$ cat src/design/pfm_pkg.sv
// Package for packet_flow_monitor: shared types, protocol constants and widths.
// No dependencies.
package pfm_pkg;

  localparam logic [15:0] KIND_IPV4   = 16'h0800;
  localparam logic [7:0]  PROTO_TCP   = 8'd6;
  localparam logic [7:0]  PROTO_UDP   = 8'd17;
  localparam logic [4:0]  ETH_BYTES   = 5'd14;
  localparam logic [3:0]  UDP_BYTES   = 4'd8;
  localparam logic [1:0]  CLEAR_AFTER = 2'd3;

  localparam logic [1:0] CLS_NONIP = 2'd0;
  localparam logic [1:0] CLS_OTHER = 2'd1;
  localparam logic [1:0] CLS_TCP   = 2'd2;
  localparam logic [1:0] CLS_UDP   = 2'd3;

  localparam int IN_BITS  = 176;
  localparam int IN_BYTES = 22;

  // Classified frame handed from front to back.
  typedef struct packed {
    logic [1:0]  cls;
    logic [63:0] akey;
    logic [39:0] pkey;
    logic [31:0] seq;
    logic [16:0] payload;
    logic [15:0] caplen;
  } job_t;

  typedef struct packed {
    logic [1:0]  cls;
    logic        retx;
    logic        fresh;
    logic        full;
    logic [16:0] payload;
    logic [31:0] tcp_flow;
    logic [31:0] udp_flow;
    logic [31:0] frames;
    logic [31:0] tcp_frames;
    logic [31:0] udp_frames;
    logic [31:0] tcp_bytes;
    logic [31:0] udp_bytes;
  } res_t;

  function automatic logic [31:0] sat_add(input logic [31:0] a, input logic [31:0] b);
    logic [32:0] s;
    s = {1'b0, a} + {1'b0, b};
    return s[32] ? 32'hFFFF_FFFF : s[31:0];
  endfunction

endpackage

$ cat src/design/pfm_queue.sv
// Two-entry queue between front and back ends.
// Depends on pfm_pkg.
module pfm_queue import pfm_pkg::*; (
  input  logic clk,
  input  logic rst_n,
  input  logic wr_valid,
  output logic wr_ready,
  input  job_t wr_data,
  output logic rd_valid,
  input  logic rd_ready,
  output job_t rd_data
);
  job_t       mem_r [2];
  logic       wp_r, rp_r;
  logic [1:0] cnt_r;
  logic       wr, rd;

  assign wr_ready = cnt_r != 2'd2;
  assign rd_valid = cnt_r != 2'd0;
  assign rd_data = mem_r[rp_r];
  assign wr = wr_valid && wr_ready;
  assign rd = rd_valid && rd_ready;

  always_ff @(posedge clk) begin
    if (!rst_n) begin
      wp_r <= 1'b0;
      rp_r <= 1'b0;
      cnt_r <= 2'd0;
    end else begin
      if (wr) wp_r <= !wp_r;
      if (rd) rp_r <= !rp_r;
      cnt_r <= cnt_r + {1'b0, wr} - {1'b0, rd};
    end
    if (wr) mem_r[wp_r] <= wr_data;
  end
endmodule

$ cat config.mk
export PLATFORM = sky130hd
export DESIGN_NAME = pfm_queue
export DESIGN_NICKNAME = d
export VERILOG_FILES = /design/src/design/pfm_pkg.sv /design/src/design/pfm_queue.sv
export SDC_FILE = /design/constraint.sdc
export NUM_CORES = 1
export LEC_CHECK = 0
export ABC_AREA = 0
export ABC_CLOCK_PERIOD_IN_PS = 6540
export BUFFER_PORTS_ARGS = -buffer_cell sky130_fd_sc_hd__buf_4
export CAP_MARGIN = 5
export CORE_ASPECT_RATIO = 1.2
export CORE_MARGIN = 5
export CORE_UTILIZATION = 47
export DETAILED_ROUTE_END_ITERATION = 16
export GPL_TIMING_DRIVEN = 1
export PLACE_DENSITY_LB_ADDON = 0.25
export SLEW_MARGIN = 0
export SYNTH_ARGS = -nofsm -noshare
export SYNTH_HDL_FRONTEND = slang
export SYNTH_SLANG_ARGS = --single-unit
$ cat constraint.sdc
create_clock -name clk -period 6.54 [get_ports clk]
set_clock_uncertainty 0.05 [all_clocks]
set_input_delay 1.635 -clock clk [delete_from_list [all_inputs] [get_ports clk]]
set_output_delay 1.635 -clock clk [all_outputs]
set_load 0.01 [all_outputs]
### Word level (Yosys, flattened, before mapping)

Memory sizes are Yosys's and may differ from the RTL's. A register that Yosys moved wholly into a read port is not among the register bits.
Cells that the tools add are included.

* bits in registers: 4
* bits in writable memories: 342
* output and inout bits: 173
* memories kept: 1

* add/sub/neg operators: 2
* eq/ne operators: 1
* multiplexer cells: 4
* reduce and logical (&&, ||, !) cells: 5

Memory list
* mem_r: words 2, bits a word 171, read ports 1, clocked after Yosys merged registers in 1, write ports 1, line pfm_queue.sv:13 `job_t mem_r [2];`

Operators by type and width (count)
* $mux 1: 4
* $add 2x1->2: 1
* $logic_and 1x1->1: 2
* $logic_not 1->1: 2
* $ne 2x2->1 const B: 1
* $reduce_bool 2->1: 1
* $sub 2x1->2: 1

### Longest topological paths before layout

Gate-level depths: netlist of the first run.

* word-level depth: 4
* mapped depth: 6
* depth with buffers taken out: 6

### Least setup slack after synthesis of the first run

Ideal clock, no wire load.

* path type: input -> register
* start: input port wr_valid
* end: memory mem_r[1][0] in the netlist's numbering, enable pin
* arrival time: 5601 ps
* required time: 5937 ps
* slack: 337 ps
* cell stages on the path: 1
* cells stage by stage: and3_1

* cells in the longest elaborated chain, start to end: 3

Ends and longest elaborated chain
* from (decl): line pfm_queue.sv:6 `input logic wr_valid,`
* $logic_and 1x1->1: line pfm_queue.sv:21 `assign wr = wr_valid && wr_ready;`
* $mux 1: line pfm_queue.sv:34 `if (wr) mem_r[wp_r] <= wr_data;`
* $mux 1 (not written as such): line pfm_queue.sv:34
* to (decl): line pfm_queue.sv:13

Every way passes these cells.

==> impl_metrics.json, run 1 <==
{
  "n_antenna_cell": 0,
  "cts_tree": "built",
  "cts_max_level": 2,
  "register_area_mm2": 0.0104,
  "fin_crit_ns": 4.30,
  "place_congestion": 0.749,
  "grt_usage_pct": 15.7,
  "rsz0062_at_grt": "no",
  "placed_cells": 1235,
  "p_total_mw": 6.07,
  "nFillCells": 1940,
  "cts_setup_buffers": 0,
  "clk_pin_slew_worst_paths_ns": 0.06,
  "pin_count": 348,
  "p_per_area_mw_per_mm2": 357,
  "first_pass_iters": 6,
  "grt_first_pass_wirelength_um": 37200,
  "areaGrowthSynthToFinish_pct": 31.4,
  "synth_cell_types": 25,
  "antenna_found_initial": 1,
  "hold_buffers": 0,
  "max_freq_ghz": 0.233,
  "whs_ns": 0.462,
  "yosys_warnings": 0,
  "syn_inst": 562,
  "nets": 1107,
  "tightest_slew_ns": 1.01,
  "cts-root-buf": "clkbuf_16",
  "ant_nets": 0,
  "synth_area_leaders": "edfxtp_1, mux2_4, mux2_2",
  "drive_gt1_share_pct": 60.9,
  "vias": 6445,
  "initial_utilization_pct": 47.7,
  "viasPerCell": 4.98,
  "ys_seq_area_share_pct": 80.0,
  "fp.dieArea_mm2": 0.0310,
  "routed_wirelength_um": 25900,
  "arrival_ns": 2.61,
  "layout.cells.non_filler": 1295,
  "critical_path.startpoint_type": "flip-flop",
  "overflow": 0,
  "multi_input_area_mm2": 0.00242,
  "p_leak_nw": 6.50,
  "setup_viol": 0,
  "yosysTopAreaCellShare_pct": 79.3,
  "yosys.area.top_type": "edfxtp_1",
  "numPortBuffers": 347,
  "syn_avg_cell_area_um2": 23.1,
  "place_hpwl_um": 17600,
  "worst_setup_path_end_kind": "output port",
  "hold_viol": 0,
  "clock_latency_ns": 0.49,
  "die_height_um": 192,
  "timing.slew.headroom_pct": 32.4,
  "drt-wirelength-per-cell_um": 20.0,
  "synth_nets": 738,
  "hp-class": "flip-flop to flip-flop",
  "worst-path-max-fanout": 90,
  "dr.first_iter.drc_count": 268,
  "clkSinkCount": 347,
  "core_mm2": 0.0272,
  "num_rows": 66,
  "worstSetupPathType": "flip-flop to output port",
  "grt_max_degree": 105,
  "clk_path_buf_depth": 3,
  "grt_pass1_vias": 6690,
  "drv_cap": 0,
  "crit_required_ns": 4.86,
  "final.setup.tns_ns": 0,
  "synth_seq_cells": 347,
  "die_w_um": 162,
  "final_util_pct": 62.7,
  "max-vdd-ir-drop_uv": 254,
  "status": "complete, no violations",
  "fin_crit_sh_pct": 65.7,
  "drc": 0,
  "syn_area_mm2": 0.0130,
  "final-max-slew-violation-count": 0,
  "cts_buffers": 34,
  "post_cts_resized": 0
}
[per-layer routing]
metal	vias up	wire, um	track usage (%)
met5	-	20	0
met4	2	873	5.94
met3	59	2220	5.45
met2	237	13700	28.1
met1	3176	9060	17.2
li1	2971	-	-
[logic make-up (layout without fill, tap and decap cells)]
family          count (synthesis)  count (layout)  synth area share (%)
compound gates                  6               6                 0.338
xor+xnor                        1               1                0.0676
fa+ha+maj                       1               1                0.0965
buf+inv                        21             414                  1.32
flops                         347             347                  80.0
mux                           171             171                  17.5
simple gates                   15              15                 0.676
[path summary, 6_finish.rpt]
path | startpoint | end | slack (ns) | cells past startpoint
min reg2reg | rp_r | rp_r | 0.46 | 2
max reg2reg | cnt_r[0] | mem_r[0][142] | 4.12 | 4
max | flip-flop | rd_data[28] | 2.24 | 3
min | rp_r | rp_r | 0.46 | 2
[stage by stage]
step                      setup slack [ns]  area (um^2)
final                                 2.24        17000
after floorplan                      0.337        13000
after global placement                2.75        15900
after CTS                             2.19        17000
after detailed placement              2.73        15900
after global routing                  2.12        17000
[critical path, cell delays in order, from the launching register on]
cell and delay (ns):
dfxtp_4 0.89, buf_12 0.46, mux2_2 0.44, buf_4 0.15
[cell type report]
type | instances | area share [%]
sequential | 347 | 60.9
timing repair buffer | 352 | 15.7
multi-input combinational | 194 | 14.2
clock buffer | 44 | 5.71
tap | 340 | 2.50
clock inverter | 16 | 0.816
inverter | 2 | 0.0735
[synth_stat cells (all sizes together)]
cell	n
a21bo	1
a21oi	1
and2	1
and2b	1
and3	2
buf	19
dfxtp	5
edfxtp	342
ha	1
inv	2
mux2	171
nand2b	1
nand3	1
nand3b	1
nor2	4
nor3	1
nor4	1
nor4bb	1
o21ai	2
o21ba	1
o31a	1
or2	1
xor2	1
[layout by cell type, fill, tap and decap left out, drive strengths merged, types with 2 or more instances in the layout]
master	instances
mux2	171
dfxtp	5
clkinv	11
and3	2
bufinv	2
nor2	4
buf	352
inv	2
o21ai	2
clkbuf	44
clkinvlp	3
edfxtp	342
[power by group]
group | leakage, nW | internal, mW | switching, mW
clock | 0.543 | 1.13 | 0.783
combinational | 2.71 | 0.765 | 0.599
sequential | 3.24 | 2.70 | 0.0922
total | 6.50 | 4.60 | 1.47
[sequential cells by signal, summed over array words and instances (netlist names), named ones only]
name	flops
rp_r	1
mem_r	342
wp_r	1
cnt_r	2
Power figures use the tool's default switching activity.
==> run 2: changes to the inputs <==
--- a/config.mk
+++ b/config.mk
@@ -6,7 +6,7 @@
 export NUM_CORES = 1
 export LEC_CHECK = 0
 export ABC_AREA = 0
-export ABC_CLOCK_PERIOD_IN_PS = 6540
+export ABC_CLOCK_PERIOD_IN_PS = 3900
 export BUFFER_PORTS_ARGS = -buffer_cell sky130_fd_sc_hd__buf_4
 export CAP_MARGIN = 5
 export CORE_ASPECT_RATIO = 1.2
==> constraint.sdc (replaced) <==
create_clock -name clk -period 3.9 [get_ports clk]
set_clock_uncertainty 0.05 [all_clocks]
set_input_delay 0.975 -clock clk [delete_from_list [all_inputs] [get_ports clk]]
set_output_delay 0.975 -clock clk [all_outputs]
set_load 0.01 [all_outputs]
==> impl_metrics.json, run 2 (synthesized netlist as in run 1, its figures left out) <==
{
  "status": "complete, no violations",
  "grt_max_degree": 56,
  "mostFrequentLayoutCells": "buf_4, edfxtp_1, mux2_4",
  "initial_utilization_pct": 47.7,
  "ant_nets": 0,
  "final_area_mm2": 0.0172,
  "layout_commonest_cell": "buf_4",
  "clock_latency_ns": 0.49,
  "path_cells": "buf_12 > mux2_2 > buf_4",
  "timing.slew.headroom_pct": 39.5,
  "whs_ns": 0.469,
  "rsz0062_at_grt": "no",
  "max_freq_ghz": 0.313,
  "clkSinkCount": 347,
  "hp-class": "flip-flop to flip-flop",
  "hold_buffers": 0,
  "pin_count": 348,
  "grt_usage_pct": 16.4,
  "drt-wirelength-per-cell_um": 20.1,
  "die_height_um": 192,
  "drive_gt1_share_pct": 61.0,
  "drc": 0,
  "antenna_found_initial": 1,
  "largest_registers": "mem_r: 342 flops, cnt_r: 2 flops",
  "cts_buffers": 36,
  "p_per_area_mw_per_mm2": 596,
  "cts_setup_buffers": 0,
  "fin_crit_ns": 3.19,
  "vias": 6511,
  "die_w_um": 162,
  "tightest_slew_ns": 0.905,
  "hold_viol": 0,
  "place_congestion": 0.754,
  "drv_cap": 0,
  "worstSetupPathType": "flip-flop to output port",
  "top_register": "mem_r",
  "routed_wirelength_um": 26400,
  "cp_slowest_stage_delay_ns": 0.74,
  "core_mm2": 0.0272,
  "cp_slowest_cell": "dfxtp_4",
  "final_util_pct": 63.4,
  "numPortBuffers": 347,
  "cts_tree": "built",
  "fin_crit_sh_pct": 81.8,
  "clk_pin_slew_worst_paths_ns": 0.06,
  "dr.first_iter.drc_count": 269,
  "largest_reg_flops": 342,
  "worst_setup_path_end_kind": "output port",
  "p_leak_nw": 6.61,
  "grt_first_pass_wirelength_um": 39100,
  "overflow": 0,
  "max-vdd-ir-drop_uv": 446,
  "fp.dieArea_mm2": 0.0310,
  "cts-root-buf": "clkbuf_16",
  "critical_path.startpoint_type": "flip-flop",
  "worst-path-max-fanout": 41,
  "cts_max_level": 2,
  "nets": 1123,
  "post_cts_resized": 0,
  "final-max-slew-violation-count": 0,
  "viasPerCell": 4.96,
  "areaGrowthSynthToFinish_pct": 33.0,
  "grt_pass1_vias": 7020,
  "arrival_ns": 2.17,
  "num_rows": 66,
  "setup_viol": 0,
  "place_hpwl_um": 18800,
  "crit_required_ns": 2.87,
  "first_pass_iters": 4,
  "dpl-instance-area_mm2": 0.0161,
  "clk_path_buf_depth": 3
}
[run 2: cell count changes in the layout (fill, tap and decap cells not counted), sizes merged]
| cell | before | now |
|---|---|---|
| buf | 352 | 366 |
| clkbuf | 44 | 47 |
| clkinv | 11 | 14 |
| clkinvlp | 3 | 1 |
| diode | 0 | 1 |
| inv | 2 | 1 |
[run 2: where the power goes]
group,leakage [nW],total (mW),switching (mW),internal (mW)
Sequential,3.24,4.66,0.134,4.53
Clock,0.555,3.21,1.29,1.92
Combinational,2.81,2.41,1.05,1.35
[run 2: cell type report]
class / instances / area, um^2
inverters: 2 / 11.3
flip-flops and latches: 347 / 10400
fillers: 1931 / 9930
repair buffers: 366 / 2890
clock inverters: 16 / 123
well taps: 340 / 425
diodes: 1 / 2.50
multi-input cells: 194 / 2420
clock buffers: 47 / 993
[run 2: path summary, 6_finish.rpt]
path / startpoint / endpoint / slack [ns] / depth (start not counted)
max: flip-flop / rd_data[170] / 0.71 / 3
min: rp_r / rp_r / 0.47 / 2
min reg2reg: rp_r / rp_r / 0.47 / 2
max reg2reg: cnt_r[0] / mem_r[0][85] / 1.56 / 4
[run 2: critical path, delay by kind of cell, from the launching register on]
family,cells,cell delay (ns)
buf+inv,2,0.51
mux,1,0.37
flops,1,0.74
[run 2: per-stage QoR]
stage | instances | worst slack [ns] | total power, mW | setup TNS [ns]
after global placement | 1249 | 0.999 | 7.16 | 0
after global routing | 1313 | 0.586 | 10.7 | 0
after detailed placement | 1249 | 1.00 | 7.20 | 0
final | 1313 | 0.708 | 10.3 | 0
after floorplan | 562 | -0.197 | 6.08 | -33.62
after CTS | 1312 | 0.630 | 10.4 | 0
[run 2: layer usage]
metal	track usage, %	wire [um]
met2	29.8	14100
met1	17.7	9180
met4	5.09	728
met3	6.16	2350
met5	0	0
==> run 3: changes to the inputs <==
--- a/config.mk
+++ b/config.mk
@@ -5,13 +5,13 @@
 export SDC_FILE = /design/constraint.sdc
 export NUM_CORES = 1
 export LEC_CHECK = 0
-export ABC_AREA = 0
-export ABC_CLOCK_PERIOD_IN_PS = 3900
+export ABC_AREA = 1
+export ABC_CLOCK_PERIOD_IN_PS = 3250
 export BUFFER_PORTS_ARGS = -buffer_cell sky130_fd_sc_hd__buf_4
 export CAP_MARGIN = 5
 export CORE_ASPECT_RATIO = 1.2
 export CORE_MARGIN = 5
-export CORE_UTILIZATION = 47
+export CORE_UTILIZATION = 52
 export DETAILED_ROUTE_END_ITERATION = 16
 export GPL_TIMING_DRIVEN = 1
 export PLACE_DENSITY_LB_ADDON = 0.25
==> constraint.sdc (replaced) <==
create_clock -name clk -period 3.25 [get_ports clk]
set_clock_uncertainty 0.05 [all_clocks]
set_input_delay 0.8125 -clock clk [delete_from_list [all_inputs] [get_ports clk]]
set_output_delay 0.8125 -clock clk [all_outputs]
set_load 0.01 [all_outputs]
==> impl_metrics.json, run 3 <==
{
  "syn_area_mm2": 0.0129,
  "place_congestion": 0.751,
  "setup_viol": 0,
  "vias": 6432,
  "clk_pin_slew_worst_paths_ns": 0.06,
  "status": "complete, no violations",
  "hold_viol": 0,
  "drt-wirelength-per-cell_um": 19.9,
  "fp.dieArea_mm2": 0.0281,
  "grt_usage_pct": 17.3,
  "synth_ff_type": "edfxtp_1",
  "nFillCells": 1595,
  "routed_wirelength_um": 25700,
  "syn_avg_cell_area_um2": 22.8,
  "yosysTopAreaCellShare_pct": 79.4,
  "synth_most_common_cell": "edfxtp_1",
  "synth_cell_types": 13,
  "hold_buffers": 0,
  "drive_gt1_share_pct": 59.7,
  "areaGrowthSynthToFinish_pct": 31.5,
  "antenna_found_initial": 1,
  "ant_nets": 0,
  "ys_seq_area_share_pct": 80.2,
  "max_freq_ghz": 0.338,
  "dr.first_iter.drc_count": 286,
  "rsz0062_at_grt": "no",
  "n_antenna_cell": 0,
  "cts_max_level": 1,
  "worst-path-max-fanout": 31,
  "p_total_mw": 12.9,
  "grt_max_degree": 99,
  "nets": 1118,
  "p_per_area_mw_per_mm2": 761,
  "synth_area_leaders": "edfxtp_1, mux2_4, mux2_2",
  "synth_seq_cells": 347,
  "grt_first_pass_wirelength_um": 37900,
  "largest_reg_flops": 342,
  "tightest_slew_ns": 0.624,
  "num_rows": 63,
  "syn_inst": 568,
  "timing.slew.headroom_pct": 58.4,
  "final-max-slew-violation-count": 0,
  "yosys.area.top_type": "edfxtp_1",
  "core_mm2": 0.0246,
  "fin_crit_sh_pct": 91.0,
  "clk_path_buf_depth": 3,
  "max-vdd-ir-drop_uv": 529,
  "critical_path.startpoint_type": "flip-flop",
  "whs_ns": 0.395,
  "drc": 0,
  "hp-class": "input port to flip-flop",
  "final.setup.tns_ns": 0,
  "final_util_pct": 69.1,
  "crit_required_ns": 2.39,
  "cts_tree": "built",
  "synth-async-reset-ratio_pct": 0,
  "clkSinkCount": 347,
  "cts_buffers": 31,
  "mostFrequentLayoutCells": "buf_4, edfxtp_1, mux2_4",
  "fin_crit_ns": 2.96,
  "largest_registers": "mem_r: 342 flops, cnt_r: 2 flops",
  "clock_latency_ns": 0.55,
  "place_hpwl_um": 17700,
  "first_pass_iters": 5,
  "worstSetupPathType": "flip-flop to output port",
  "yosys_warnings": 0,
  "synth_nets": 744,
  "cts-root-buf": "clkbuf_16",
  "top_register": "mem_r",
  "die_w_um": 154,
  "cts_setup_buffers": 0,
  "layout_commonest_cell": "buf_4",
  "post_cts_resized": 0,
  "pin_count": 348,
  "drv_cap": 0,
  "register_area_mm2": 0.0104,
  "grt_pass1_vias": 6772,
  "overflow": 0,
  "synth_edf_count": 342,
  "synthTopCellsByCount": "edfxtp_1, mux2_4, mux2_2",
  "multi_input_area_mm2": 0.00240,
  "die_height_um": 183,
  "worst_setup_path_end_kind": "output port",
  "p_leak_nw": 6.52,
  "viasPerCell": 4.99,
  "arrival_ns": 2.09,
  "numPortBuffers": 347,
  "initial_utilization_pct": 52.6
}
==> run 3: cell types whose count changed in the layout (fill, tap and decap cells not counted), sizes merged, moves of 2 or more <==
cell / previous run / this run
clkbuf: 47 / 36
nand2: 0 / 11
buf: 366 / 360
inv: 1 / 7
nor2: 4 / 9
and3: 2 / 0
bufinv: 2 / 4
clkinv: 14 / 16
o21ai: 2 / 0
==> run 3: final cells by class <==
class                      instances  area share, %
sequential                       347           61.0
timing repair buffer             360           16.6
multi-input combinational        195           14.1
clock buffer                      36           4.67
tap                              325           2.39
clock inverter                    20           1.10
inverter                           7          0.155
==> run 3: kinds of logic after synthesis <==
family / share of synthesized area [%]
fa+ha+maj: 0.0968
flops: 80.2
xor+xnor: 0.0677
compound gates: 0.0387
simple gates: 0.619
buf+inv: 1.47
mux: 17.5
==> run 3: worst paths after layout <==
check / depth (start not counted) / slack, ns / endpoint / start
max reg2reg: 5 / 1.42 / mem_r[1][133] / cnt_r[0]
min reg2reg: 2 / 0.45 / rp_r / rp_r
max: 3 / 0.29 / rd_data[155] / flip-flop
min: 1 / 0.39 / mem_r[1][160] / wr_data[160]
==> run 3: power by group <==
| part | total (mW) | switching, mW | internal, mW |
|---|---|---|---|
| clock network | 3.54 | 1.49 | 2.05 |
| logic | 3.53 | 1.61 | 1.92 |
| registers | 5.88 | 0.203 | 5.67 |
| total | 12.9 | 3.30 | 9.64 |
==> run 3: metal layers <==
| metal | global-route usage [%] | vias up | wire length [um] |
|---|---|---|---|
| met2 | 30.0 | 281 | 12900 |
| met5 | 0 | - | 11 |
| met1 | 20.9 | 3134 | 9680 |
| li1 | - | 2978 | - |
| met3 | 6.61 | 37 | 2740 |
| met4 | 3.50 | 2 | 395 |
==> run 3: critical path, stage by stage (launching register included) <==
cell and delay (ns):
dfxtp_4 0.70, buf_12 0.32, mux2_4 0.33, buf_4 0.14
==> run 3: through the flow <==
| stage | area, um^2 | std cells | setup slack (ns) |
|---|---|---|---|
| finish | 17000 | 1290 | 0.293 |
| global route | 17000 | 1290 | 0.172 |
| CTS | 17000 | 1290 | 0.229 |
| detailed placement | 16000 | 1234 | 0.829 |
| global placement | 16000 | 1234 | 0.850 |
| floorplan | 13000 | 568 | -0.662 |
