File: config.mk
export PLATFORM = sky130hd
export DESIGN_NAME = pfm_front
export DESIGN_NICKNAME = d
export VERILOG_FILES = /design/src/design/pfm_pkg.sv /design/src/design/pfm_front.sv
export SDC_FILE = /design/constraint.sdc
export NUM_CORES = 1
export LEC_CHECK = 0
export BUFFER_PORTS_ARGS = -buffer_cell sky130_fd_sc_hd__buf_2
export CAP_MARGIN = 15
export CORE_AREA = 2 2 135 137
export DETAILED_ROUTE_END_ITERATION = 10
export DIE_AREA = 0 0 137 139
export MAX_ROUTING_LAYER = met4
export PLACE_DENSITY = 0.66
export SYNTH_ARGS = -nofsm -noshare
export SYNTH_HDL_FRONTEND = slang
export SYNTH_SLANG_ARGS = --single-unit
File: constraint.sdc
create_clock -name clk -period 6.98 [get_ports clk]
set_input_delay 0 -clock clk [delete_from_list [all_inputs] [get_ports clk]]
set_output_delay 0 -clock clk [all_outputs]
set_load 0.05 [all_outputs]
File: src/design/pfm_pkg.sv
// Package for packet_flow_monitor: shared types, protocol constants and widths.
// No dependencies.
package pfm_pkg;

  localparam logic [15:0] KIND_IPV4   = 16'h0800;
  localparam logic [7:0]  PROTO_TCP   = 8'd6;
  localparam logic [7:0]  PROTO_UDP   = 8'd17;
  localparam logic [4:0]  ETH_BYTES   = 5'd14;
  localparam logic [3:0]  UDP_BYTES   = 4'd8;
  localparam logic [1:0]  CLEAR_AFTER = 2'd3;

  localparam logic [1:0] CLS_NONIP = 2'd0;
  localparam logic [1:0] CLS_OTHER = 2'd1;
  localparam logic [1:0] CLS_TCP   = 2'd2;
  localparam logic [1:0] CLS_UDP   = 2'd3;

  localparam int IN_BITS  = 176;
  localparam int IN_BYTES = 22;

  // Classified frame handed from front to back.
  typedef struct packed {
    logic [1:0]  cls;
    logic [63:0] akey;
    logic [39:0] pkey;
    logic [31:0] seq;
    logic [16:0] payload;
    logic [15:0] caplen;
  } job_t;

  typedef struct packed {
    logic [1:0]  cls;
    logic        retx;
    logic        fresh;
    logic        full;
    logic [16:0] payload;
    logic [31:0] tcp_flow;
    logic [31:0] udp_flow;
    logic [31:0] frames;
    logic [31:0] tcp_frames;
    logic [31:0] udp_frames;
    logic [31:0] tcp_bytes;
    logic [31:0] udp_bytes;
  } res_t;

  function automatic logic [31:0] sat_add(input logic [31:0] a, input logic [31:0] b);
    logic [32:0] s;
    s = {1'b0, a} + {1'b0, b};
    return s[32] ? 32'hFFFF_FFFF : s[31:0];
  endfunction

endpackage

File: src/design/pfm_front.sv
// Front end: accepts header transactions, classifies them, computes payload length.
// Depends on pfm_pkg.
module pfm_front import pfm_pkg::*; (
  input  logic                 clk,
  input  logic                 rst_n,
  input  logic                 in_tvalid,
  output logic                 in_tready,
  input  logic [IN_BITS-1:0]   in_fields,
  output logic                 job_valid,
  input  logic                 job_ready,
  output job_t                 job
);
  logic [15:0] kind, sport, dport, caplen;
  logic [3:0]  ihl, toff;
  logic [7:0]  proto;
  logic [31:0] src, dst, seq;
  logic        valid_r;
  job_t        job_r, job_nxt;
  logic [16:0] hdr;

  assign {caplen, toff, seq, dport, sport, dst, src, proto, ihl, kind} = in_fields;
  assign in_tready = !valid_r || job_ready;
  assign job_valid = valid_r;
  assign job = job_r;

  always_comb begin
    job_nxt = '0;
    hdr = {12'd0, ETH_BYTES} + {11'd0, ihl, 2'b00};
    job_nxt.akey = {src, dst};
    job_nxt.pkey = {sport, dport, proto};
    job_nxt.seq = seq;
    job_nxt.caplen = caplen;
    if (kind != KIND_IPV4) begin
      job_nxt.cls = CLS_NONIP;
    end else if (proto == PROTO_TCP) begin
      job_nxt.cls = CLS_TCP;
      hdr = hdr + {11'd0, toff, 2'b00};
    end else if (proto == PROTO_UDP) begin
      job_nxt.cls = CLS_UDP;
      hdr = hdr + {13'd0, UDP_BYTES};
    end else begin
      job_nxt.cls = CLS_OTHER;
    end
    if (job_nxt.cls == CLS_TCP || job_nxt.cls == CLS_UDP) begin
      job_nxt.payload = {1'b0, caplen} - hdr;
    end
  end

  always_ff @(posedge clk) begin
    if (!rst_n) begin
      valid_r <= 1'b0;
    end else if (in_tready) begin
      valid_r <= in_tvalid;
    end
    if (in_tready && in_tvalid) begin
      job_r <= job_nxt;
    end
  end
endmodule

# [Word level (Yosys, flattened, before mapping)]
# Index checks and enable logic that the tools add are counted.
[op_classes] addsub=4 eq_ne=5 muxes=6 n_reduce_logical=4
[ops] operator="two-way mux 8 bit" count=3
[ops] operator="subtractor 16 x 17 -> 17 bit" count=1
[ops] operator="inequality test 16 x 12 -> 1 bit, second input constant" count=1
[ops] operator="adder 7 x 4 -> 8 bit, second input constant" count=1
[ops] operator="adder 7 x 6 -> 8 bit" count=1
[ops] operator="== test 8 x 3 -> 1 bit, second input constant" count=1
[ops] operator="== test 8 x 5 -> 1 bit, second input constant" count=1
[ops] operator="adder 4 x 6 -> 7 bit, first input constant" count=1
[ops] operator="two-way mux 2 bit" count=3
[ops] operator="== test 2 bit, second input constant" count=2
[ops] operator="logical OR 1 bit" count=2
[ops] operator="logical AND 1 bit" count=1
[ops] operator="logical NOT 1 bit" count=1
[word_totals] reg_bits=172 elab_cells=26

# [Depth between registers and ports, before layout]
# Gate-level depths: netlist of run 1.
[depth] ltp_word=6 depth_mapped=16 ltp_nobuf=16

# [Worst setup path before layout of run 1]
# No wires, ideal clock.
[synth_timing] kind="register -> register" from="register valid_r (netlist: job_valid)" to="register job_r, in the netlist job[0], enable pin" setup_ns=0.551 t_arrival_ns=4.943 t_required_ns=6.429 path_slack_ns=1.486 path_stages_with_launch=3 path_buffers=0 period_less_slack_ns=5.494 cell_sequence="dfxtp_1 > nand2b_1 > and2_1"
[synth_between] elab_chain_cells=3
[synth_lines] item="start: declaration" line_no="pfm_front.sv:17" text="logic valid_r;"
[synth_lines] item="start signal: assignment" line_no="pfm_front.sv:53" text="valid_r <= in_tvalid;"
[synth_lines] item="logical NOT 1 bit" line_no="pfm_front.sv:22" text="assign in_tready = !valid_r || job_ready;"
[synth_lines] item="logical OR 1 bit" line_no="pfm_front.sv:22"
[synth_lines] item="net in_tready" line_no="pfm_front.sv:7" text="output logic in_tready,"
[synth_lines] item="logical AND 1 bit" line_no="pfm_front.sv:55" text="if (in_tready && in_tvalid) begin"
[synth_lines] item="end signal: assignment" line_no="pfm_front.sv:56" text="job_r <= job_nxt;"
[synth_lines] item="end: declaration" line_no="pfm_front.sv:18" text="job_t job_r, job_nxt;"
# The timed path passes the listed nets, and every way through them passes these cells.
# A chain may end at the register's enable or synchronous reset.

# [Final worst setup path of run 1]
[layout_timing] from="input in_fields[23]" to="register job_r, in the netlist job[27], data pin"
[layout_between] elab_chain_cells=6 elab_cells_between_ends=12 cone_classes="1 x add/sub; 4 x eq/ne; 6 x mux; 1 x reduce/logical"
[layout_lines] item="start: declaration" line_no="pfm_front.sv:8" text="input logic [IN_BITS-1:0] in_fields,"
[layout_lines] item="parallel branches: the longest is 6 deep, another holds subtractor 16 x 17 -> 17 bit"
# Several ways; the timed one is not identified.

==> out/results.tsv, run 1 <==
metric	value	unit
outcome	completed	
cap_violations	0	
p_per_area	252	mW/mm²
ir_drop	0.160	mV
synth_area	0.00610	mm²
drt_iter0_drc	301	
syn_nets	504	
swShare	0.294	
post-place-ws	3.26	ns
cp_data_arrival_time	4.03	ns
post-route-drc-count	0	
ys_types	41	
hold_viol_final	0	
path_class	in2reg	
hold_end	job[87]$_DFFE_PP_	
dpl_cell_area	0.00816	mm²
layout.nets	1033	
instances_no_fill	1081	
htreeDepth	4	
finalPower	2.60	mW
port_buffers	352	
die_area	0.0190	mm²
comb_power_share	0.183	
syn_to_final_growth	69.0	%
grt-ovfl-total	0	
yosysSeqAreaShare	0.845	
vias_per_cell	4.55	
slew_violations	0	
cts_tree	yes	
clk_pin_slew	0.07	ns
cp.required	7.23	ns
ys_ff_latch	172	
wl_per_cell	17.1	µm
vias	4922	
dpl.hpwl	12400	µm
cts-buffers-inserted	17	
whs	0.149	ns
p_int	1.84	mW
rsz0062_at_grt	false	
cts_root_buf	clkbuf_16	
cts_sinks	172	
end_kind	flop	
core_area	0.0177	mm²
die_h	139	µm
synth_cells	310	
start_kind	input port	
clock_latency	0.42	ns
insertedDiodeCount	0	
drive_gt1_frac	0.457	
setup_viol	0	
io_pins	353	
rr_worst_depth	3	
final_util	0.584	
fin_area	0.0103	mm²
reg2reg_slack	4.77	ns
antenna_left	0	
min_period_over_period	0.541	
std_cell_rows	49	
clock_power_share	0.347	
worstReg2RegStart	job_valid$_SDFFE_PN0N_	
power.leakage	4.34	nW
routed_wl	18500	µm
synth_warnings	0	
timing.rr.end	job[7]$_DFFE_PP_	
finalWorstSetupSlack	3.20	ns
grt_pass1_vias	5137	
grt_util_all_layers	0.194	
fin_setup_tns	0	ns
cts.path.max_buffers	2	
switchingPower	0.764	mW
gp_congestion	0.901	
placed_cells	892	
start_util	0.345	
worst_pin_slew	1.06	ns
drt_pass1_iterations	4	
fmax	265	MHz
die_width	137	µm
synth.avg_cell_area	19.7	µm²
crit_fanout	19	
hold_path.class	in2reg	
relSlewSlack	0.290	
antenna_found_initial	0	
finalClockSkew	0.00724	ns
grt_max_degree	85	
min-delay-start	in_tvalid	
grt_pass1_wl	26800	µm
postCtsSetupBuffers	0	
p_seq_frac	0.470	
min_path_cells	2	
period_needed	3.78	ns
-- worst max-delay path, stage by stage --
cell,delay [ns]
dlygate4sd3_1,0.53
buf_2,0.13
or4_1,0.50
or3_1,0.41
or2_1,0.51
a21oi_1,0.25
ha_1,0.28
nor2b_1,0.17
o31a_1,0.28
o41a_1,0.42
or3_1,0.37
a21oi_1,0.17
-- cell families after synthesis --
logic type | synth area share
fa+ha+maj | 0.0312
compound gates | 0.0501
buf+inv | 0.00657
flops | 0.845
xor+xnor | 0.0129
simple gates | 0.0538
-- layout by cell type, fill, tap and decap left out, types with 4 or more instances in the layout --
master           n
ha_1            12
o21ai_0         11
buf_2          352
clkbuf_16       17
or3_1            8
nor3_1           4
nor2_1          16
nor4_1           5
xor2_1           6
a211oi_1         5
inv_1            8
inv_8            4
a21oi_1         14
edfxtp_1       171
dlygate4sd3_1  157
-- area by class of cell --
class                           instances  area (µm²)
Clock buffer                           18         429
Clock inverter                         14         145
Fill cell                            1381        7350
Inverter                                8        30.0
Multi-Input combinational cell        128         905
Sequential cell                       172        5150
Tap cell                              229         287
Timing Repair Buffer                  512        3360
-- worst max path at each step --
stage,from,to,slack (ns),cells past startpoint
floorplan,job_valid$_SDFFE_PN0N_,job[0]$_DFFE_PP_,1.49,2
detailed placement,in_fields[0],job[27]$_SDFFCE_PN0P_,3.26,12
CTS,in_fields[23],job[27]$_SDFFCE_PN0P_,3.24,12
global route,in_fields[21],job[27]$_SDFFCE_PN0P_,2.97,12
global placement,in_fields[1],job[27]$_SDFFCE_PN0P_,3.46,12
finish,in_fields[23],job[27]$_SDFFCE_PN0P_,3.20,12
-- flip-flops by register name, indices dropped and copies added, names as in the netlist --
signal / cells
job: 171
job_valid: 1
-- layer usage --
metal	global-route usage	wire, µm	vias up
li1	-	-	2298
met1	0.193	6790	2317
met2	0.344	9750	263
met3	0.0545	1400	44
met4	0.0879	569	0
met5	-	0	-
-- cell usage after synthesis --
| library cell | number | area, µm² |
|---|---|---|
| a22oi_1 | 2 | 15.0 |
| or4bb_1 | 1 | 11.3 |
| nor4bb_1 | 2 | 20.0 |
| nand3_1 | 3 | 15.0 |
| o21ai_0 | 11 | 55.1 |
| nor2b_1 | 3 | 18.8 |
| a211o_1 | 1 | 8.76 |
| nand3b_1 | 1 | 7.51 |
| o21bai_1 | 1 | 7.51 |
| o31a_1 | 2 | 17.5 |
| xnor2_1 | 3 | 26.3 |
| a41oi_1 | 1 | 8.76 |
| o41a_1 | 1 | 11.3 |
| nand4_1 | 1 | 6.26 |
| o22ai_1 | 1 | 6.26 |
| nor2_1 | 16 | 60.1 |
| o211ai_1 | 1 | 7.51 |
| fa_1 | 2 | 40.0 |
| o21a_1 | 3 | 22.5 |
| nand2b_1 | 1 | 6.26 |
| or4_4 | 1 | 11.3 |
| nand2_1 | 2 | 7.51 |
| inv_1 | 8 | 30.0 |
| ha_1 | 12 | 150 |
| or4_1 | 2 | 15.0 |
| a21oi_1 | 14 | 70.1 |
| a211oi_1 | 5 | 37.5 |
| edfxtp_1 | 171 | 5130 |
| buf_2 | 2 | 10.0 |
| dfxtp_1 | 1 | 20.0 |
| xor2_1 | 6 | 52.6 |
| a21boi_0 | 2 | 15.0 |
| or4b_1 | 1 | 10.0 |
| or3_1 | 8 | 50.1 |
| a21o_1 | 2 | 15.0 |
| or2_2 | 1 | 6.26 |
| nor4_1 | 5 | 31.3 |
| nor3_1 | 4 | 20.0 |
| o31ai_1 | 1 | 7.51 |
| and2_1 | 3 | 18.8 |
| or2_1 | 2 | 12.5 |
-- what timing repair did --
| item | in CTS | in global routing |
|---|---|---|
| setup endpoints to repair | 0 | 0 |
| hold buffers | 157 | 0 |
| endpoints found under the hold margin | 161 | 0 |
| resized for setup | 0 | 0 |
-- power by group through the flow --
| stage | Combinational [mW] | Sequential, mW | Clock (mW) |
|---|---|---|---|
| finish | 0.477 | 1.22 | 0.903 |
| global route | 0.501 | 1.23 | 0.967 |
| CTS | 0.476 | 1.22 | 0.924 |
| detailed placement | 0.405 | 1.24 | 0 |
| global placement | 0.400 | 1.24 | 0 |
| floorplan | 0.0668 | 1.46 | 0 |
Note: power is estimated with default switching activity, not from simulation.
==> run 2: changes to the inputs <==
clock period = 3.56 ns   (was 6.98 ns; I/O delays follow)
==> run 2 against run 1 <==
Sequential cell count is the same. Count of clock-buffer cells in the layout shrank 1. Power grew 100%. Utilization grew 0.69 points. Cell area grew 1.2%. Critical path type unchanged. Highest routed layer unchanged.
==> out/results.tsv, run 2 (same netlist as run 1, synthesis figures left out) <==
metric	value	unit
hold_path.class	in2reg	
path_class	in2reg	
io_pins	353	
cap_violations	0	
cts_sinks	172	
cts_tree	yes	
cp_data_arrival_time	3.72	ns
timing.rr.end	job[111]$_DFFE_PP_	
drt_iter0_drc	232	
wl_per_cell	17.0	µm
final_cell_mix	352 x buf_2, 171 x edfxtp_1, 157 x dlygate4sd3_1	
rsz0062_at_grt	false	
final_common_cell	buf_2	
slew_violations	0	
htreeDepth	4	
min_period_over_period	0.970	
routed_wl	18500	µm
min-delay-start	in_tvalid	
start_kind	input port	
min_path_cells	3	
std_cell_rows	49	
worstReg2RegStart	job_valid$_SDFFE_PN0N_	
drive_gt1_frac	0.464	
gp_congestion	0.866	
p_per_area	510	mW/mm²
reg2reg_slack	1.83	ns
crit_fanout	8	
finalWorstSetupSlack	0.108	ns
worst_pin_slew	0.932	ns
drt_pass1_iterations	4	
clk_pin_slew	0.07	ns
largest_reg_flops	171	
hold_viol_final	0	
antenna_left	0	
cp.required	3.83	ns
finalClockSkew	0.00863	ns
dpl.hpwl	12800	µm
insertedDiodeCount	0	
grt_max_degree	99	
post-place-ws	0.177	ns
outcome	completed	
syn_to_final_growth	71.0	%
grt_pass1_wl	27100	µm
cts.path.max_buffers	2	
final_util	0.591	
antenna_found_initial	0	
rr_worst_depth	3	
layout.nets	1037	
grt_pass1_vias	5151	
clock_latency	0.42	ns
cts_root_buf	clkbuf_16	
fin_setup_tns	0	ns
fmax	290	MHz
ir_drop	0.308	mV
setup_viol	0	
port_buffers	352	
grt_util_all_layers	0.195	
period_needed	3.45	ns
start_util	0.345	
grt-ovfl-total	0	
die_h	139	µm
vias	4896	
cts-buffers-inserted	17	
core_area	0.0177	mm²
power.leakage	4.40	nW
die_area	0.0190	mm²
end_kind	flop	
die_width	137	µm
vias_per_cell	4.52	
relSlewSlack	0.378	
whs	0.252	ns
hold_end	job[48]$_DFFE_PP_	
finalPower	5.32	mW
post-route-drc-count	0	
run 2: cell count changes in the layout (fill, tap and decap cells not counted), moves of 2 or more:
cell	change
bufinv_16	+4
buf_4	+3
clkinv_4	-3
clkinv_8	-2
inv_8	-2
run 2: routing by layer:
| metal | GRT usage | share of wire |
|---|---|---|
| met1 | 0.205 | 0.37 |
| met2 | 0.346 | 0.53 |
| met3 | 0.0475 | 0.072 |
| met4 | 0.0781 | 0.029 |
| met5 | - | 0 |
run 2: power by group:
part / leakage, nW / switching (mW) / total [mW] / internal, mW
Clock: 0.301 / 0.798 / 1.99 / 1.19
Combinational: 2.43 / 0.631 / 0.943 / 0.312
Sequential: 1.67 / 0.0300 / 2.39 / 2.36
run 2: area by class of cell:
cell class | count | area [µm²]
fill | 1374 | 7230
sequential | 172 | 5150
timing repair buffer | 516 | 3400
multi-input combinational | 128 | 928
clock buffer | 17 | 425
tap | 229 | 287
clock inverter | 14 | 205
inverter | 8 | 30.0
run 2: repair_timing:
| item | in CTS | in global routing |
|---|---|---|
| resized for setup | 0 | 5 |
| hold buffers | 157 | 0 |
| setup buffers | 0 | 2 |
| hold endpoints to repair | 163 | 0 |
| endpoints found under the setup margin | 0 | 5 |
run 2: worst max-delay path: stages:
cell	delay (ns)
dlygate4sd3_1	0.53
buf_2	0.13
or4_1	0.50
or3_4	0.39
or2_4	0.28
a21oi_1	0.27
ha_1	0.32
o21a_1	0.18
o31a_1	0.13
o41a_1	0.45
or3_1	0.37
a21oi_1	0.16
run 2: stage by stage:
step | cells | cell area (µm²)
final | 1084 | 10400
after global routing | 1084 | 10400
after floorplan | 310 | 6100
after global placement | 894 | 8190
after CTS | 1082 | 10400
after detailed placement | 894 | 8190
run 2: worst max path at each step:
stage / from / endpoint / slack [ns] / depth (start not counted)
after floorplan: in_fields[13] / job[27]$_SDFFCE_PN0P_ / 0.49 / 11
after global placement: in_fields[23] / job[27]$_SDFFCE_PN0P_ / 0.29 / 11
after detailed placement: in_fields[6] / job[27]$_SDFFCE_PN0P_ / 0.18 / 12
after CTS: in_fields[13] / job[28]$_SDFFCE_PN0P_ / 0.08 / 13
after global routing: in_fields[13] / job[27]$_SDFFCE_PN0P_ / 0.03 / 12
final: in_fields[23] / job[27]$_SDFFCE_PN0P_ / 0.11 / 12
==> run 3: changes to the inputs <==
CORE_AREA = unset   (was 2 2 135 137)
CORE_ASPECT_RATIO = 0.7   (was unset)
CORE_MARGIN = 1   (was unset)
CORE_UTILIZATION = 35   (was unset)
DIE_AREA = unset   (was 0 0 137 139)
==> run 3 against run 2 <==
Global-route usage up 4.8 points. Non-clock buffer count up 3. Sequential cell count unchanged. Count of clock-buffer cells in the layout unchanged. Sequential share of layout area up 0.11 points. Clock power down 5%. First-iteration DRC count up 84%. Utilization up 3.3 points. Combinational power up 2%. Highest routed layer unchanged.
==> out/results.tsv, run 3 (same netlist as run 1, synthesis figures left out) <==
metric	value	unit
hold_path.class	in2reg	
period_needed	3.46	ns
grt_util_all_layers	0.243	
grt_max_degree	73	
slew_violations	0	
wl_per_cell	19.4	µm
power.leakage	4.39	nW
finalPower	5.24	mW
antenna_left	0	
vias_per_cell	4.65	
path_class	in2reg	
worst_pin_slew	0.658	ns
rsz0062_at_grt	false	
die_width	160	µm
cts.path.max_buffers	2	
die_h	112	µm
final_cell_mix	352 x buf_2, 171 x edfxtp_1, 158 x dlygate4sd3_1	
grt_pass1_vias	5238	
cts-buffers-inserted	17	
setup_viol	0	
cap_violations	0	
end_kind	flop	
fin_setup_tns	0	ns
clk_pin_slew	0.09	ns
dpl_cell_area	0.00820	mm²
fmax	289	MHz
htreeDepth	4	
routed_wl	21100	µm
final_common_cell	buf_2	
antenna_found_initial	1	
drt_iter0_drc	426	
p_per_area	504	mW/mm²
start_util	0.365	
finalClockSkew	0.0144	ns
hold_viol_final	0	
min_period_over_period	0.972	
port_buffers	352	
drive_gt1_frac	0.462	
cts_root_buf	clkbuf_16	
wl_met3	1400	µm
post-route-drc-count	0	
fin_area	0.0104	mm²
cp_data_arrival_time	3.74	ns
top_layer_used	met4	
syn_to_final_growth	70.7	%
outcome	completed	
wl_met1	8010	µm
relSlewSlack	0.561	
clock_latency	0.44	ns
ir_drop	0.279	mV
start_kind	input port	
layout.nets	1040	
grt_pass1_wl	30800	µm
fillers	1250	
drt_pass1_iterations	5	
cp.required	3.84	ns
std_cell_rows	39	
gp_congestion	0.892	
core_area	0.0167	mm²
largest_reg_flops	171	
cts_tree	yes	
vias	5043	
die_area	0.0180	mm²
io_pins	353	
cts_sinks	172	
grt-ovfl-total	0	
crit_fanout	8	
wl_met2	10700	µm
dpl.hpwl	13400	µm
[run 3: power breakdown]
| group | internal [mW] | switching [mW] |
|---|---|---|
| clock | 1.01 | 0.880 |
| sequential | 2.36 | 0.0316 |
| combinational | 0.311 | 0.650 |
[run 3: worst max-delay path: stages]
cell           delay [ns]
dlygate4sd3_1        0.55
buf_2                0.14
or4_1                0.50
or3_1                0.41
or2_1                0.29
a21oi_1              0.18
ha_1                 0.28
nor2b_1              0.17
o31a_1               0.29
o41a_1               0.40
or3_1                0.36
a21oi_1              0.16
[run 3: repair_timing]
item	in CTS	in global routing
endpoints found under the setup margin	0	9
setup buffers	0	2
gates resized for setup	0	2
hold buffers	158	0
endpoints found under the hold margin	162	0
[run 3: stage by stage]
step	std cells	hold slack [ns]	util	setup slack (ns)
after detailed placement	892	0.178	0.491	0.135
after CTS	1082	0.238	0.622	0.0713
final	1085	0.236	0.623	0.0995
after floorplan	310	0.0989	-	0.490
after global placement	892	0.177	0.491	0.193
after global routing	1085	0.266	0.623	0.00177
[run 3: routing by layer]
metal | vias to the layer above | track usage
li1 | 2306 | -
met3 | 60 | 0.0610
met4 | 0 | 0.135
met2 | 262 | 0.403
met1 | 2415 | 0.271
met5 | - | -
[run 3: final timing paths]
kind / to / slack (ns) / cells past startpoint / from
max: job[27]$_SDFFCE_PN0P_ / 0.1 / 12 / in_fields[23]
min: job[153]$_DFFE_PP_ / 0.24 / 2 / in_tvalid
max reg2reg: job[105]$_DFFE_PP_ / 1.61 / 3 / job_valid$_SDFFE_PN0N_
min reg2reg: job[153]$_DFFE_PP_ / 1.03 / 2 / job_valid$_SDFFE_PN0N_
[run 3: layout make-up]
| cell class | count | area [µm²] | share of cell area |
|---|---|---|---|
| sequential | 172 | 5150 | 0.495 |
| antenna | 1 | 2.50 | 0.000240 |
| clock inverter | 15 | 176 | 0.0170 |
| inverter | 8 | 30.0 | 0.00289 |
| tap | 225 | 282 | 0.0271 |
| multi-input combinational | 128 | 911 | 0.0875 |
| timing repair buffer | 519 | 3420 | 0.329 |
| clock buffer | 17 | 425 | 0.0409 |
